==> src/rtl/swept_circle_nearest_hit_core_defines.svh <==
// Assertion macros used by the top file of the swept circle cast core.
`ifndef SWEPT_CIRCLE_NEAREST_HIT_CORE_DEFINES_SVH
`define SWEPT_CIRCLE_NEAREST_HIT_CORE_DEFINES_SVH

// Same-cycle implication, checked at every rising edge outside reset.
`define SCNH_ASSERT_IMPL(label, clk, rst, ante, cons) \
   label: assert property (@(posedge clk) disable iff (rst) (ante) |-> (cons)) \
      else $error("scnh: same-cycle check failed");

// Next-cycle implication, checked at every rising edge outside reset.
`define SCNH_ASSERT_NEXT(label, clk, rst, ante, cons) \
   label: assert property (@(posedge clk) disable iff (rst) (ante) |=> (cons)) \
      else $error("scnh: next-cycle check failed");

`endif

==> src/rtl/scnh_pkg.sv <==
package scnh_pkg;

   localparam int REQ_DATA_W  = 176;
   localparam int RSP_DATA_W  = 144;
   localparam int CSR_INDEX_W = 3;
   localparam int CSR_DATA_W  = 32;
   localparam int ONE_SHIFT   = 14;
   localparam int DIV_STEPS   = 15;
   localparam int DIV_CNT_W   = $clog2(DIV_STEPS);

   localparam logic [CSR_INDEX_W-1:0] CSR_ORIGIN_X     = 3'd0;
   localparam logic [CSR_INDEX_W-1:0] CSR_ORIGIN_Y     = 3'd1;
   localparam logic [CSR_INDEX_W-1:0] CSR_CAST_RADIUS  = 3'd2;
   localparam logic [CSR_INDEX_W-1:0] CSR_DIR_X        = 3'd3;
   localparam logic [CSR_INDEX_W-1:0] CSR_DIR_Y        = 3'd4;
   localparam logic [CSR_INDEX_W-1:0] CSR_MAX_DISTANCE = 3'd5;

   typedef enum logic [4:0] {
      ST_IDLE, ST_MUL_SX, ST_MUL_SY, ST_MUL_QX, ST_MUL_QY, ST_Q_FIN, ST_ABSQ,
      ST_MUL_H, ST_SQRT_H_GO, ST_SQRT_H, ST_PICK, ST_CMP, ST_MUL_PY, ST_PT_Y,
      ST_VEC, ST_MAG, ST_NORM, ST_MUL_UY, ST_SUM_SQ, ST_SQRT_L, ST_DIV_X,
      ST_DIVY_GO, ST_DIV_Y, ST_COMMIT, ST_FINISH
   } scnh_state_type;

   typedef enum logic [4:0] {
      OP_NONE, OP_LOAD, OP_MUL_SX, OP_MUL_SY, OP_MUL_QX, OP_MUL_QY, OP_Q_FIN,
      OP_ABSQ, OP_MUL_H, OP_SQRT_H, OP_ROOTS, OP_PICK, OP_MUL_PX, OP_MUL_PY,
      OP_PT_Y, OP_VEC, OP_MAG, OP_NORM, OP_MUL_UX, OP_MUL_UY, OP_SQRT_L,
      OP_DIVX_INIT, OP_DIV_STEP, OP_DIVY_INIT, OP_COMMIT, OP_EMIT
   } scnh_op_type;

   typedef struct packed {
      scnh_op_type op;
   } scnh_cmd_type;

   typedef struct packed {
      logic is_circle;
      logic last;
      logic miss;
      logic better;
      logic sqrt_busy;
      logic norm_done;
      logic mag_zero;
      logic rsp_busy;
   } scnh_status_type;

endpackage

==> src/rtl/scnh_ctrl.sv <==
module scnh_ctrl (
   input  logic                      clock,
   input  logic                      reset,
   input  logic                      req_tvalid,
   output logic                      req_tready,
   input  scnh_pkg::scnh_status_type status,
   output scnh_pkg::scnh_cmd_type    cmd
);
   import scnh_pkg::*;

   scnh_state_type       state_ff, state_in;
   logic [DIV_CNT_W-1:0] cnt_ff, cnt_in;
   logic                 cnt_last;

   assign cnt_last = (cnt_ff == DIV_CNT_W'(DIV_STEPS - 1));

   always_ff @(posedge clock) begin
      if (reset) begin
         state_ff <= ST_IDLE;
         cnt_ff   <= '0;
      end else begin
         state_ff <= state_in;
         cnt_ff   <= cnt_in;
      end
   end

   always_comb begin
      state_in   = state_ff;
      cnt_in     = cnt_ff;
      cmd.op     = OP_NONE;
      req_tready = 1'b0;
      case (state_ff)
         ST_IDLE: begin
            req_tready = 1'b1;
            if (req_tvalid) begin
               cmd.op   = OP_LOAD;
               state_in = ST_MUL_SX;
            end
         end
         ST_MUL_SX: begin
            if (!status.is_circle) begin
               state_in = ST_FINISH;
            end else begin
               cmd.op   = OP_MUL_SX;
               state_in = ST_MUL_SY;
            end
         end
         ST_MUL_SY: begin
            cmd.op   = OP_MUL_SY;
            state_in = ST_MUL_QX;
         end
         ST_MUL_QX: begin
            cmd.op   = OP_MUL_QX;
            state_in = ST_MUL_QY;
         end
         ST_MUL_QY: begin
            cmd.op   = OP_MUL_QY;
            state_in = ST_Q_FIN;
         end
         ST_Q_FIN: begin
            cmd.op   = OP_Q_FIN;
            state_in = ST_ABSQ;
         end
         ST_ABSQ: begin
            cmd.op   = OP_ABSQ;
            state_in = ST_MUL_H;
         end
         ST_MUL_H: begin
            if (status.miss) begin
               state_in = ST_FINISH;
            end else begin
               cmd.op   = OP_MUL_H;
               state_in = ST_SQRT_H_GO;
            end
         end
         ST_SQRT_H_GO: begin
            cmd.op   = OP_SQRT_H;
            state_in = ST_SQRT_H;
         end
         ST_SQRT_H: begin
            if (!status.sqrt_busy) begin
               cmd.op   = OP_ROOTS;
               state_in = ST_PICK;
            end
         end
         ST_PICK: begin
            cmd.op   = OP_PICK;
            state_in = ST_CMP;
         end
         ST_CMP: begin
            if (status.better) begin
               cmd.op   = OP_MUL_PX;
               state_in = ST_MUL_PY;
            end else begin
               state_in = ST_FINISH;
            end
         end
         ST_MUL_PY: begin
            cmd.op   = OP_MUL_PY;
            state_in = ST_PT_Y;
         end
         ST_PT_Y: begin
            cmd.op   = OP_PT_Y;
            state_in = ST_VEC;
         end
         ST_VEC: begin
            cmd.op   = OP_VEC;
            state_in = ST_MAG;
         end
         ST_MAG: begin
            cmd.op   = OP_MAG;
            state_in = ST_NORM;
         end
         ST_NORM: begin
            if (status.mag_zero) begin
               state_in = ST_COMMIT;
            end else if (status.norm_done) begin
               cmd.op   = OP_MUL_UX;
               state_in = ST_MUL_UY;
            end else begin
               cmd.op = OP_NORM;
            end
         end
         ST_MUL_UY: begin
            cmd.op   = OP_MUL_UY;
            state_in = ST_SUM_SQ;
         end
         ST_SUM_SQ: begin
            cmd.op   = OP_SQRT_L;
            state_in = ST_SQRT_L;
         end
         ST_SQRT_L: begin
            if (!status.sqrt_busy) begin
               cmd.op   = OP_DIVX_INIT;
               cnt_in   = '0;
               state_in = ST_DIV_X;
            end
         end
         ST_DIV_X: begin
            cmd.op = OP_DIV_STEP;
            if (cnt_last) begin
               cnt_in   = '0;
               state_in = ST_DIVY_GO;
            end else begin
               cnt_in = cnt_ff + 1'b1;
            end
         end
         ST_DIVY_GO: begin
            cmd.op   = OP_DIVY_INIT;
            state_in = ST_DIV_Y;
         end
         ST_DIV_Y: begin
            cmd.op = OP_DIV_STEP;
            if (cnt_last) begin
               cnt_in   = '0;
               state_in = ST_COMMIT;
            end else begin
               cnt_in = cnt_ff + 1'b1;
            end
         end
         ST_COMMIT: begin
            cmd.op   = OP_COMMIT;
            state_in = ST_FINISH;
         end
         ST_FINISH: begin
            if (!status.last) begin
               state_in = ST_IDLE;
            end else if (!status.rsp_busy) begin
               cmd.op   = OP_EMIT;
               state_in = ST_IDLE;
            end
         end
         default: begin
            state_in = ST_IDLE;
         end
      endcase
   end
endmodule

==> config.mk <==
export PLATFORM = sky130hd
export DESIGN_NAME = scnh_ctrl
export DESIGN_NICKNAME = d
export VERILOG_FILES = /design/src/rtl/swept_circle_nearest_hit_core_defines.svh /design/src/rtl/scnh_pkg.sv /design/src/rtl/scnh_ctrl.sv
export SDC_FILE = /design/constraint.sdc
export NUM_CORES = 1
export LEC_CHECK = 0
export BUFFER_PORTS_ARGS = -buffer_cell sky130_fd_sc_hd__buf_2
export CAP_MARGIN = 15
export CORE_UTILIZATION = 35
export CTS_CLUSTER_DIAMETER = 60
export DETAILED_ROUTE_END_ITERATION = 7
export PLACE_DENSITY = 0.52
export SLEW_MARGIN = 25
export SYNTH_ARGS = -nofsm -noshare
export SYNTH_HDL_FRONTEND = slang
export SYNTH_SLANG_ARGS = --single-unit
==> constraint.sdc <==
create_clock -name clock -period 2 [get_ports clock]
set_input_delay 0.4 -clock clock [delete_from_list [all_inputs] [get_ports clock]]
set_output_delay 0.4 -clock clock [all_outputs]
set_load 0.02 [all_outputs]
==> results <==
- The startpoint of the lowest-slack register-to-register path is state_ff[1].
- The largest fanout of any net on the critical path is 3.
- The number of max-slew violations in the final report is 0.
- For the pin with the worst max-slew slack, the measured transition is 0.564 ns.
- The final reports fail on negative setup slack.
- The compound-gate portion of the synthesized area came to 0.367.
- The CTS buffer count is 3.
- The die extent in y is 54.6 um.
- For the worst setup path, the data required time is 1.60 ns.
- TritonCTS built the clock tree.
- The detailed-route via count is 1,103.
- The final core area utilization is 0.494.
- Setup violations remaining at the end of the flow were counted as 2.
- The total DRC errors in the routed layout is 0.
- CTS saw 9 sinks.
- The share of the cycle needed by the critical path after routing is 1.06.
- The area fraction of the dominant cell type after synthesis is 0.186.
- Setup repair after global routing could not meet its margin everywhere.
- Counting flops with an async set or reset pin after synthesis yields a share of 0.
- Including well taps, the total number of placed cells is 176.
- Yosys mapped the design onto 47 distinct sky130hd cell types.
- The ratio of routed vias to standard cells is 5.96.
- The number of violations reported at the end of detailed-routing iteration 0 is 24.
- The cell area after technology mapping is 968 um2.
- At the worst endpoint, the arrival time is 1.72 ns.
- From synthesis to final layout, the design area changed by 29.7%.
- CTS built an H-tree with a depth of 1.
- Of the cells placed in the final design, the portion with a size suffix greater than 1 is 0.348.
- Summed over all layers, the routed wires come to 2820 um.
- The most used flip-flop cell after synthesis is sky130_fd_sc_hd__dfxtp_1.
- The setup path with the least slack is of type flip-flop to primary output.
- In the post-route analysis, the smallest setup slack over all paths is -0.117 ns.
- The library cell with the largest summed area after synthesis is sky130_fd_sc_hd__dfxtp_1.
- The first-pass iteration count of the detailed router is 4.
- The simple-gate area share of the yosys netlist is 0.344.
- The region available for standard cell placement spans 2540 um2.
- The placed instances occupy a cell area of 1120 um2.
- In this run the horizontal extent of the chip is 54.6 um.
- The relative max-transition margin is 0.623.
- At the end of routability-driven placement, the weighted congestion stood at 0.873.
- The number of port buffers is 16.
- The leakage power figure is 0.483 nW.
- The floorplan has 18 rows.
- The post-synthesis mux area share is 0.
- The tightest min-delay check is of the input pin to flip-flop type.
- The total routing usage reported by global routing is 0.217.
- The number of antenna violations at the first check in global routing is 0.
- The final critical-path required period is 2.12 ns.
- By area the synthesized netlist is led by sky130_fd_sc_hd__dfxtp_1 19%, sky130_fd_sc_hd__nand2b_1 5.8%, sky130_fd_sc_hd__a21oi_1 5.7%.
- The initial core utilization is 0.381.
- In this run, synthesis produced a sequential element count of 9.
- The post-route clock skew is 0.00228 ns.
- The run finished, with violations left.
- The pin count of the biggest net entering global routing is 19.
- Timing would allow up to 472 MHz.
- Of the total synthesized cell area, the portion taken by full adders, half adders and majority gates is 0.0258.
- Clock-pin slew was measured on the worst setup and hold paths at 0.06 ns.
- The floorplan step defined a die boundary enclosing 2980 um2.
- In this run the power density over the cells is 1450 nW/um2.
- By area, the combinational part of the netlist is dominated by compound AO/OA/AOI/OAI gates.
- The tool flagged a number of max-cap violations equal to 0.
- The mean cell area of the mapped netlist is 7.51 um2.
- The share of the Yosys chip area taken by registers is 0.186.
- Across the VDD grid, the largest voltage drop is 0.896 mV.
- The later pin in the worst-skew pair is clocked with a latency of 0.26 ns.
- The final HPWL from detailed placement is 2130 um.
- The library cells used most frequently in the layout, excluding fill and tap cells, are 19 x sky130_fd_sc_hd__buf_4, 11 x sky130_fd_sc_hd__a21oi_1, 11 x sky130_fd_sc_hd__buf_2.
- The kind of end point of the critical path is a primary output.
- In the final design database the tool counted 169 nets.
- The commonest non-fill, non-tap cell in the layout is sky130_fd_sc_hd__buf_4.
- The number of enable-type register cells in the synthesized netlist is 0.
- The final instance area is 1260 um2.
- The number of antenna cells inserted is 0.
- The fraction of synthesized cell area in xor and xnor cells is 0.
- The mean routed wirelength per cell is 15.3 um.
- Counting every instance in the synthesized netlist gives 129.
- The number of nets still failing antenna checks after routing is 0.
- The most critical setup path has its startpoint at state_ff[2].
- The via count of the first global-routing pass came to 974.
- The first-pass GRT wire length is 4620 um.
- The number of primary I/O pins is 17.
- The final-layout worst hold slack is 0.447 ns.
- The final-report hold violation count is 0.
- The startpoint of the lowest-slack hold path is reset.
- The number of hold buffers added after CTS was 0.
- Total power for the finished layout comes to 1.83 mW.
- The clock tree root buffer cell is sky130_fd_sc_hd__clkbuf_4.
- The maximum clock insertion buffer count is 2.
- For this run, the number of Yosys warnings is 0.
- For this run the aggregate overflow at the end of global routing stands at 0.
- The kind of launch point of the worst setup path is a flip-flop.
- The final cell count without fillers is 185.
- Synthesis produced a netlist with a net count of 142.
- The total of fill cells in the finished design is 256.
timing repair:
item                                    in CTS  in global routing
pin swaps                                    3                  0
setup buffers                                5                  0
gates resized for setup                     18                  3
endpoints found under the setup margin       4                  6
endpoints found under the hold margin        0                  0
worst paths after layout:
check	endpoint	slack [ns]	cells past startpoint
worst max-delay path	cmd[0]	-0.12	5
worst min-delay path	state_ff[1]	0.45	2
worst max register to register	state_ff[1]	0.11	5
worst min register to register	cnt_ff[3]	0.48	1
where the power goes:
part | internal (mW) | leakage [nW] | switching, mW | total [mW]
registers | 0.226 | 0.0743 | 0.0325 | 0.258
clock network | 0.0771 | 0.0150 | 0.0677 | 0.145
logic | 0.676 | 0.394 | 0.747 | 1.42
total | 0.979 | 0.483 | 0.847 | 1.83
cell type report:
class	instances	area (um2)	area share
Clock buffer	4	26.3	0.0209
Inverter	5	23.8	0.0189
Multi-Input combinational cell	104	746	0.594
Sequential cell	9	183	0.145
Tap cell	30	37.5	0.0299
Timing Repair Buffer	33	240	0.191
flip-flops by register name, summed over array words and instances (netlist names):
signal / cells
state_ff: 5
cnt_ff: 4
synth_stat cells, types with 2 or more instances:
cell and count:
sky130_fd_sc_hd__ha_1 2, sky130_fd_sc_hd__a21oi_1 11, sky130_fd_sc_hd__nand3_1 4, sky130_fd_sc_hd__nor3b_1 4, sky130_fd_sc_hd__a211oi_2 2, sky130_fd_sc_hd__a211oi_1 3, sky130_fd_sc_hd__nand4bb_1 2, sky130_fd_sc_hd__clkbuf_1 8
sky130_fd_sc_hd__nor3_1 3, sky130_fd_sc_hd__dfxtp_1 9, sky130_fd_sc_hd__inv_1 4, sky130_fd_sc_hd__a211o_1 3, sky130_fd_sc_hd__nand3b_1 2, sky130_fd_sc_hd__o211ai_1 4, sky130_fd_sc_hd__nand2b_1 9, sky130_fd_sc_hd__nand2_1 6
sky130_fd_sc_hd__o21ai_0 5, sky130_fd_sc_hd__buf_6 2, sky130_fd_sc_hd__o22ai_1 2, sky130_fd_sc_hd__or3_1 2, sky130_fd_sc_hd__o21a_1 2, sky130_fd_sc_hd__nor2b_1 2, sky130_fd_sc_hd__a2bb2oi_1 3, sky130_fd_sc_hd__nor2_1 10
sky130_fd_sc_hd__a41oi_1 3
critical path, cell delays in order, from the launching register on:
cell and delay (ns):
sky130_fd_sc_hd__dfxtp_2 0.32, sky130_fd_sc_hd__or2_4 0.25, sky130_fd_sc_hd__or3_1 0.30, sky130_fd_sc_hd__a32o_1 0.20, sky130_fd_sc_hd__a211o_1 0.24, sky130_fd_sc_hd__buf_6 0.14
stage by stage:
step,worst slack [ns],TNS [ns]
floorplan,0.0232,0
global placement,0.104,0
detailed placement,0.0918,0
CTS,-0.120,-0.205
global route,-0.179,-0.536
finish,-0.117,-0.187
layer usage:
| metal | vias to the layer above | wire length, um | track usage |
|---|---|---|---|
| li1 | 544 | - | - |
| met1 | 520 | 1370 | 0.319 |
| met2 | 37 | 1240 | 0.313 |
| met3 | 2 | 194 | 0.0667 |
| met4 | 0 | 16 | 0.0256 |
| met5 | - | 0 | 0 |
cell families after synthesis:
group | Yosys count
fa+ha+maj | 2
flops | 9
compound gates | 48
buf+inv | 16
simple gates | 54
No activity file was read; power rests on OpenSTA's default activity.
